<file path="src/sv/sps_pkg.sv">
`default_nettype none
// ---------------------------------------------------------------------------
// sps_pkg: shared types and constants
// Request and event codes, datapath command set and field widths for the
// speed profile sequencer.
// ---------------------------------------------------------------------------
package sps_pkg;

	localparam int TABLE_DEPTH_DEF = 256;

	localparam int TIME_W    = 32;
	localparam int SPEED_W   = 24;
	localparam int TUS_W     = 42;
	localparam int FREQ_W    = 24;
	localparam int CFG_W     = 32;
	localparam int CFG_IDX_W = 3;
	localparam int STEP_W    = 20;
	localparam int DEB_W     = 20;
	localparam int REP_W     = 16;
	localparam int CODE_W    = 4;
	localparam int ROW_OUT_W = 8;
	localparam int ROWS_W    = 9;
	localparam int MAG_W     = 24;
	localparam int PROD_W    = 56;
	localparam int ENTRY_W   = TIME_W + SPEED_W;

	localparam logic [9:0]        MS_TO_US = 10'd1000;
	localparam logic [FREQ_W-1:0] FREQ_MIN = 24'd16;
	localparam logic [FREQ_W-1:0] FREQ_MAX = 24'hFFFFFF;

	localparam logic [31:0]       PPC_RST   = 32'd8355283;
	localparam logic [STEP_W-1:0] STEP_RST  = 20'd10000;
	localparam logic [31:0]       LIMIT_RST = 32'd1000000;
	localparam logic [REP_W-1:0]  REPS_RST  = 16'd0;
	localparam logic [DEB_W-1:0]  DEB_RST   = 20'd50000;

	typedef enum logic [2:0] {
		REQ_BEGIN, REQ_ROW, REQ_END, REQ_START, REQ_STOP, REQ_TICK, REQ_UPPER, REQ_LOWER
	} req_t;

	typedef enum logic [CODE_W-1:0] {
		EV_NONE, EV_ACK, EV_UPDATE, EV_RESTART, EV_DONE_REPS, EV_DONE_TIMEOUT,
		EV_UPPER, EV_LOWER, EV_STOPPED, EV_NOT_RUNNING, EV_NO_TABLE, EV_FULL,
		EV_SW_IGNORED
	} event_t;

	typedef enum logic [CFG_IDX_W-1:0] {
		CFG_PPC, CFG_STEP, CFG_LIMIT, CFG_REPS, CFG_DEB
	} cfg_idx_t;

	typedef enum logic [4:0] {
		OP_NONE, OP_LOAD, OP_SIMPLE, OP_NOSTART, OP_TICK_BEGIN, OP_WALK_RD,
		OP_WALK_MUL, OP_WALK_CMP, OP_I_RD0, OP_I_RD1, OP_I_RD2, OP_I_PREP,
		OP_I_MUL, OP_DIV_GO, OP_DIV_END, OP_START_RD, OP_START_SET, OP_FREQ,
		OP_FREQ2, OP_TICK_END
	} dp_op_t;

	typedef struct packed {
		req_t req;
		logic usable;
		logic start_ok;
		logic has_next;
		logic walk_adv;
		logic need_div;
		logic div_done;
	} dp_stat_t;

	typedef enum logic [3:0] {
		S_IDLE, S_EXEC, S_START_SET, S_WALK, S_WALK_MUL, S_WALK_CMP, S_I_RD1,
		S_I_RD2, S_I_PREP, S_I_MUL, S_DIV_GO, S_DIV_WAIT, S_FREQ, S_FREQ2,
		S_TICK_END, S_DONE
	} ctrl_state_t;

	function automatic logic [31:0] sat_add32(input logic [31:0] a, input logic [31:0] b);
		logic [32:0] s;
		s = {1'b0, a} + {1'b0, b};
		return s[32] ? 32'hFFFFFFFF : s[31:0];
	endfunction

endpackage
`default_nettype wire

</file>
<file path="src/sv/sps_ctrl.sv">
`default_nettype none
// ---------------------------------------------------------------------------
// sps_ctrl: sequencer controller
// Walks each accepted item through the datapath commands it needs.
// ---------------------------------------------------------------------------
module sps_ctrl (
	input  wire logic              clk,
	input  wire logic              arst_n,
	input  wire logic              start,
	output logic                   busy,
	output logic                   done,
	input  wire sps_pkg::dp_stat_t stat,
	output sps_pkg::dp_op_t        op
);
	import sps_pkg::*;

	ctrl_state_t state_q;
	ctrl_state_t state_d;

	always_ff @(posedge clk or negedge arst_n) begin
		if (!arst_n) state_q <= S_IDLE;
		else state_q <= state_d;
	end

	always_comb begin
		state_d = state_q;
		case (state_q)
			S_IDLE:      if (start) state_d = S_EXEC;
			S_EXEC: begin
				case (stat.req)
					REQ_TICK:  state_d = stat.usable ? S_WALK : S_DONE;
					REQ_START: state_d = stat.start_ok ? S_START_SET : S_DONE;
					default:   state_d = S_DONE;
				endcase
			end
			S_START_SET: state_d = S_FREQ;
			S_WALK:      state_d = stat.has_next ? S_WALK_MUL : S_I_RD1;
			S_WALK_MUL:  state_d = S_WALK_CMP;
			S_WALK_CMP:  state_d = stat.walk_adv ? S_WALK : S_I_RD1;
			S_I_RD1:     state_d = S_I_RD2;
			S_I_RD2:     state_d = S_I_PREP;
			S_I_PREP:    state_d = stat.need_div ? S_I_MUL : S_FREQ;
			S_I_MUL:     state_d = S_DIV_GO;
			S_DIV_GO:    state_d = S_DIV_WAIT;
			S_DIV_WAIT:  if (stat.div_done) state_d = S_FREQ;
			S_FREQ:      state_d = S_FREQ2;
			S_FREQ2:     state_d = (stat.req == REQ_TICK) ? S_TICK_END : S_DONE;
			S_TICK_END:  state_d = S_DONE;
			S_DONE:      state_d = S_IDLE;
			default:     state_d = S_IDLE;
		endcase
	end

	always_comb begin
		op = OP_NONE;
		case (state_q)
			S_IDLE:      if (start) op = OP_LOAD;
			S_EXEC: begin
				case (stat.req)
					REQ_TICK:  op = OP_TICK_BEGIN;
					REQ_START: op = stat.start_ok ? OP_START_RD : OP_NOSTART;
					default:   op = OP_SIMPLE;
				endcase
			end
			S_START_SET: op = OP_START_SET;
			// advance past reached rows, else fetch the current row
			S_WALK:      op = stat.has_next ? OP_WALK_RD : OP_I_RD0;
			S_WALK_MUL:  op = OP_WALK_MUL;
			S_WALK_CMP:  op = OP_WALK_CMP;
			S_I_RD1:     op = OP_I_RD1;
			S_I_RD2:     op = OP_I_RD2;
			S_I_PREP:    op = OP_I_PREP;
			S_I_MUL:     op = OP_I_MUL;
			S_DIV_GO:    op = OP_DIV_GO;
			S_DIV_WAIT:  if (stat.div_done) op = OP_DIV_END;
			S_FREQ:      op = OP_FREQ;
			S_FREQ2:     op = OP_FREQ2;
			S_TICK_END:  op = OP_TICK_END;
			default:     op = OP_NONE;
		endcase
	end

	assign busy = state_q != S_IDLE;
	assign done = state_q == S_DONE;

	a_done_pulse: assert property (@(posedge clk) disable iff (!arst_n)
		done |=> !done) else $error("result strobe longer than one cycle");
	a_accept_busy: assert property (@(posedge clk) disable iff (!arst_n)
		(start && !busy) |=> busy) else $error("accepted item did not raise busy");
	a_start_path: assert property (@(posedge clk) disable iff (!arst_n)
		(state_q == S_START_SET) |-> (stat.req == REQ_START))
		else $error("start sequence entered for another request");
	a_div_path: assert property (@(posedge clk) disable iff (!arst_n)
		(state_q == S_DIV_WAIT) |-> (stat.req == REQ_TICK))
		else $error("divider wait outside a tick");
endmodule
`default_nettype wire

</file>
<file path="config.mk">
export PLATFORM = sky130hd
export DESIGN_NAME = sps_ctrl
export DESIGN_NICKNAME = d
export VERILOG_FILES = /design/src/sv/sps_pkg.sv /design/src/sv/sps_ctrl.sv
export SDC_FILE = /design/constraint.sdc
export NUM_CORES = 1
export LEC_CHECK = 0
export BUFFER_PORTS_ARGS = -buffer_cell sky130_fd_sc_hd__clkbuf_2
export CAP_MARGIN = 20
export CORE_MARGIN = 4
export CORE_UTILIZATION = 44
export CTS_CLUSTER_DIAMETER = 150
export DETAILED_ROUTE_END_ITERATION = 7
export PLACE_DENSITY = 0.73
export REMOVE_ABC_BUFFERS = 1
export SLEW_MARGIN = 20
export SYNTH_ARGS = -nofsm -noshare
export SYNTH_HDL_FRONTEND = slang
export SYNTH_SLANG_ARGS = --single-unit
</file>
<file path="constraint.sdc">
create_clock -name clk -period 1.65 [get_ports clk]
set_clock_uncertainty 0.2 [all_clocks]
set_input_delay 0.33 -clock clk [delete_from_list [all_inputs] [get_ports clk]]
set_output_delay 0.33 -clock clk [all_outputs]
set_load 0.02 [all_outputs]
</file>
==> reports/results.ini, run 1 <==
[power_and_ir_drop]
p_per_area_nw_per_um2 = 2771
finalPower_mw = 3.155
pwr-share-clk_pct = 4.8
power_frac_comb_pct = 84.9
pwr-share-seq_pct = 10.3
sw_frac_of_total_pct = 51.77
peakVddDrop_mv = 2.280
internal-power_mw = 1.522
leakage_nw = 0.5009
p_sw_mw = 1.633

[placed_design]
gp_congestion = 0.8092
placed_area_sq_um = 818.3
pre_cts_ws_ps = -249.8
hpwl_um = 1301
post-place-cells = 126
port_buffers = 18

[detailed_routing]
routedWlPerCell_um = 26.02
drtIter0Drc = 120
drc = 0
num_vias = 1075
wirelength_um = 3695
via_per_inst = 7.570
ant_nets = 0
drt-pass1-iter-count = 5

[finish]
largestRegisters = state_q x4
top_register = state_q
diodes = 0
largest_reg_flops = 4
layoutNonFillerInstCount = 142
num-nets-final = 142
area.growth.synth_to_final_pct = 93.21
design_area_sq_um = 1139
n_fill_cell = 28
drive_gt1_share_pct = 67.97

[floorplanning]
io_pins = 19
start_util_pct = 49.68
core-area_sq_um = 1186
die_area_sq_um = 1989
num_rows = 12
die_y_um = 44.60
fp.dieW_um = 44.60

[global_route]
grt_max_degree = 12
grt_usage_pct = 26.73
overflow = 0
grt_pass1_wl_um = 3795
antenna_found_initial = 0
grt_pass1_vias = 754

[run_status]
violations = negative setup slack
status = complete, but fails checks

[timing]
period_share_pct = 130.8
final_max_slew_viol_count = 0
rsz0062_at_grt = yes
worstMarginPinSlew_ps = 285.2
final.min_clock_period_ps = 2158
setup_viol = 10
relSlewSlack_pct = 80.78
fmax_mhz = 463.3
holdWs_ps = 199.6
hold_viol = 0
setup_slack_ps = -508.3

[worst_setup_path]
endpoint_kind = primary output
required_ps = 1120
cp-start-kind = flop
arrival_ps = 1630
worstSetupPathType = reg -> out
crit_fanout = 8

[cts]
clkSinkCount = 4
htreeDepth = 1
cts_tree = yes
root_buffer = clkbuf_4
clockBufferDepth = 2
cts_buffers = 3
path_clk_slew_ps = 50
clk_latency_ps = 270

[synthesis]
synth_top_area_share_pct = 16.99
synth_edf_count = 0
synth_top_cells_by_area = dfrtp_1 17%, a21oi_1 7.6%, o21ai_0 5.9%, a2111oi_4 4.7%, a31oi_1 4.2%
synth-simple-area-share_pct = 26.54
yosys_warnings = 0
synth-adder-area-share_pct = 0
synth_cell_type_count = 37
syn_area_sq_um = 589.3
ys_ff_latch = 4
synthCells = 79
synth_compound_gate_area_share_pct = 43.52
syn_avg_cell_area_sq_um = 7.460
synth_ff_type = dfrtp_1
muxShareOfSynthArea_pct = 1.699
synthArstFlopShare_pct = 100.0
synth-seq-area-share_pct = 16.99
yosys.area_share.xor_xnor_pct = 0
synth_top_family_by_area = compound AO/OA/AOI/OAI gates
yosysTopAreaCell = dfrtp_1

[flow_run]
drv_cap = 0

[worst_hold_path]
hp-class = in -> reg

## critical path, stage by stage, from the launching register on
cell and delay (ps):
dfrtp_2 500, or2_1 300, or3_1 380, buf_2 190
## cells by family after synthesis
| kind of cell | count (synthesis) |
|---|---|
| compound gates | 36 |
| buf+inv | 12 |
| flops | 4 |
| simple gates | 26 |
| mux | 1 |
## synth_stat cells (2+ instances only)
master    n
o22ai_1   2
dfrtp_1   4
o211ai_1  2
nand2_1   5
nor3b_1   3
a21oi_1   9
nor3_1    2
a31oi_1   4
nand3b_1  2
o21ai_0   7
buf_4     2
nor2_1    5
inv_1     4
buf_2     5
## cell type report
cell class	count	area (sq um)	share of cell area (%)
Multi-Input combinational cell	63	538.0	47.25
Timing Repair Buffer	53	429.2	37.69
Sequential cell	4	105.1	9.231
Clock buffer	3	22.52	1.978
Inverter	4	20.02	1.758
Tap cell	14	17.52	1.538
Timing Repair inverter	1	6.256	0.5495
## timing repair
| item | 4_1_cts | 5_1_grt |
|---|---|---|
| endpoints found under the hold margin | 4 | 0 |
| pin swaps | 10 | 12 |
| buffers inserted | 5 | 7 |
| endpoints found under the setup margin | 10 | 10 |
| gates resized for setup | 35 | 30 |
| hold buffers | 1 | 0 |
| gates cloned | 0 | 1 |
## cell usage in the layout, fill, tap and decap left out, types with 2 or more instances in the layout
master     n
buf_4     28
clkbuf_4   3
a31oi_1    3
nand2_1    4
clkbuf_2  11
nor2_1     4
inv_2      2
o22ai_2    2
buf_8      3
nor3b_2    2
a21oi_2    6
o21ai_1    3
nand3b_1   2
o211ai_1   2
dfrtp_2    4
o21ai_0    3
buf_6      8
a21oi_1    2
## power by group through the flow
stage	clock network (mW)	registers, mW	logic, mW
floorplan	0	0.352	0.807
global placement	0	0.263	1.54
detailed placement	0	0.265	1.57
CTS	0.133	0.280	1.96
global route	0.160	0.322	2.77
finish	0.151	0.325	2.68
## routing by layer
metal | track usage [%] | vias up | share of wire, %
met1 | 32.93 | 487 | 35
met5 | 0 | - | 0
met3 | 5.691 | 52 | 14
met2 | 43.27 | 132 | 42
met4 | 13.25 | 0 | 9.5
li1 | - | 404 | -
## path summary, 6_finish.rpt
| check | startpoint | end | slack [ps] | cells after the start |
|---|---|---|---|---|
| max in group asynchronous | arst_n | state_q[2] | 880 | 2 |
| worst min register to register | state_q[0] | state_q[1] | 630 | 3 |
| worst max register to register | state_q[0] | state_q[2] | -200 | 7 |
| worst min-delay path | start | state_q[0] | 200 | 3 |
| min in group asynchronous | arst_n | state_q[0] | 230 | 2 |
| worst max-delay path | state_q[2] | busy | -510 | 3 |
## stage by stage
stage               TNS [ps]  util [%]
floorplan              -2030         -
global placement       -1069     68.99
detailed placement     -1233     68.99
CTS                    -2154     83.76
global route           -3945     95.99
finish                 -3574     95.99
No activity file was read; power rests on OpenSTA's default activity.
==> inputs of run 2 (changes only) <==
Settings changed: CORE_AREA from default to 4 4 41 43, CORE_MARGIN 4 to default, CORE_UTILIZATION 44 to default, DIE_AREA from default to 0 0 45 47, PLACE_DENSITY 0.73 to 0.71, TNS_END_PERCENT from default to 5.
Clock period 1.65 ns to 2.01 ns, I/O delays scaled along.
==> reports/results.ini, run 2 (synthesis gave the netlist of run 1 again) <==
[worst_hold_path]
worstHoldEndpoint = state_q[0]  ; unchanged
hp-class = in -> reg  ; unchanged
holdPathStages = 3  ; unchanged
hold_start = start  ; unchanged

[finish]
n_fill_cell = 93  ; was 28
diodes = 0  ; unchanged
area.growth.synth_to_final_pct = 64.76  ; was 93.21%
final_common_cell = buf_4  ; unchanged
drive_gt1_share_pct = 55.36  ; was 67.97%
largestRegisters = state_q x4  ; unchanged
num-nets-final = 126  ; was 142
largest_reg_flops = 4  ; unchanged
final_cell_mix = 17 x buf_4, 11 x clkbuf_2, 7 x a21oi_1  ; was 28 x buf_4, 11 x clkbuf_2, 8 x buf_6
design_area_sq_um = 970.9  ; was 1139 sq um
top_register = state_q  ; unchanged

[timing]
tns_ps = -294.1  ; was -3574 ps
fmax_mhz = 475.3
setup_slack_ps = -93.99  ; was -508.3 ps
period_share_pct = 104.7
setup_viol = 5  ; was 10
relSlewSlack_pct = 82.15  ; was 80.78%
final.min_clock_period_ps = 2104
rsz0062_at_grt = yes  ; unchanged
worstMarginPinSlew_ps = 264.3  ; was 285.2 ps
hold_viol = 0  ; unchanged
final_max_slew_viol_count = 0  ; unchanged

[cts]
clk_latency_ps = 230  ; was 270 ps
cts_buffers = 3  ; unchanged
clockBufferDepth = 2  ; unchanged
htreeDepth = 1  ; unchanged
root_buffer = clkbuf_4  ; unchanged
cts_tree = yes  ; unchanged
path_clk_slew_ps = 40  ; was 50 ps
clkSinkCount = 4  ; unchanged

[worst_setup_path]
required_ps = 1410  ; was 1120 ps
reg2reg_slack_ps = 110  ; was -200 ps
arrival_ps = 1500  ; was 1630 ps
r2r-end = state_q[2]  ; unchanged
cp-start-kind = flop  ; unchanged
r2r_start = state_q[3]  ; was state_q[0]
rr_worst_depth = 8  ; was 7
worstSetupPathType = reg -> out  ; unchanged
endpoint_kind = primary output  ; unchanged
crit_fanout = 6  ; was 8

[flow_run]
drv_cap = 0  ; unchanged

[detailed_routing]
wirelength_um = 1978  ; was 3695 um
drt-pass1-iter-count = 4  ; was 5
drtIter0Drc = 43  ; was 120
num_vias = 788  ; was 1075
via_per_inst = 6.205  ; was 7.570
drc = 0  ; unchanged
ant_nets = 0  ; unchanged
routedWlPerCell_um = 15.57  ; was 26.02 um

[global_route]
grt_pass1_wl_um = 3029  ; was 3795 um
antenna_found_initial = 0  ; unchanged
grt_pass1_vias = 654  ; was 754
overflow = 0  ; unchanged
grt_usage_pct = 19.41  ; was 26.73%
grt_max_degree = 17  ; was 12

[floorplanning]
die_y_um = 47  ; was 44.60 um
io_pins = 19  ; unchanged
fp.dieW_um = 45  ; was 44.60 um
start_util_pct = 45.29  ; was 49.68%
die_area_sq_um = 2115  ; was 1989 sq um
core-area_sq_um = 1301  ; was 1186 sq um
num_rows = 13  ; was 12

[placed_design]
gp_congestion = 0.9028  ; was 0.8092
port_buffers = 18  ; unchanged
pre_cts_ws_ps = -43.01  ; was -249.8 ps
placed_area_sq_um = 734.5  ; was 818.3 sq um
hpwl_um = 1212  ; was 1301 um

[power_and_ir_drop]
p_per_area_nw_per_um2 = 2014  ; was 2771 nW/um^2
peakVddDrop_mv = 1.197  ; was 2.280 mV
finalPower_mw = 1.955  ; was 3.155 mW
leakage_nw = 0.4138  ; was 0.5009 nW

[run_status]
violations = negative setup slack  ; unchanged
status = complete, but fails checks  ; unchanged

[run 2: what timing repair did]
item,in CTS,in global routing
setup endpoints to repair,6,8
gates cloned,1,0
buffers inserted,7,1
hold endpoints to repair,4,0
gates resized for setup,23,21
hold buffers,1,0
pin swaps,3,6
[run 2: worst max-delay path by stage]
stage,start,endpoint,slack [ps],depth (start not counted)
finish,state_q[3],busy,-90,4
global route,state_q[3],op[3],-130,6
CTS,state_q[3],busy,-90,4
detailed placement,stat[8],op[2],-40,6
global placement,stat[8],op[2],-10,6
floorplan,state_q[1],op[2],-250,3
[run 2: worst max-delay path: stages, from the launching register on]
cell	delay, ps
dfrtp_2	420
buf_12	140
or2_4	240
or3_4	340
buf_8	140
[run 2: routing by layer]
layer  vias up  share of wire, %  GRT usage [%]
li1        372                 -              -
met1       375                43          27.52
met2        41                50          31.64
met3         0               7.0          2.299
met4         0                 0          4.094
met5         -                 0              0
[run 2: layout make-up]
| cell class | instances | area [sq um] | area share, % |
|---|---|---|---|
| Clock buffer | 3 | 22.52 | 2.320 |
| Inverter | 4 | 15.01 | 1.546 |
| Multi-Input combinational cell | 63 | 489.2 | 50.39 |
| Sequential cell | 4 | 105.1 | 10.82 |
| Tap cell | 15 | 18.77 | 1.933 |
| Timing Repair Buffer | 38 | 320.3 | 32.99 |
[run 2: stage by stage]
stage	util (%)	hold slack (ps)	cells
final	74.62	265.8	127
after global routing	74.62	277.9	127
after CTS	69.71	257.8	126
after detailed placement	56.44	6.836	114
after global placement	56.44	8.820	114
after floorplan	-	-93.59	71
[run 2: power by group]
group / internal (mW) / leakage [nW] / switching (mW)
Clock: 0.0664 / 0.0138 / 0.0269
Combinational: 0.831 / 0.358 / 0.807
Sequential: 0.136 / 0.0423 / 0.0884
Total: 1.03 / 0.414 / 0.923
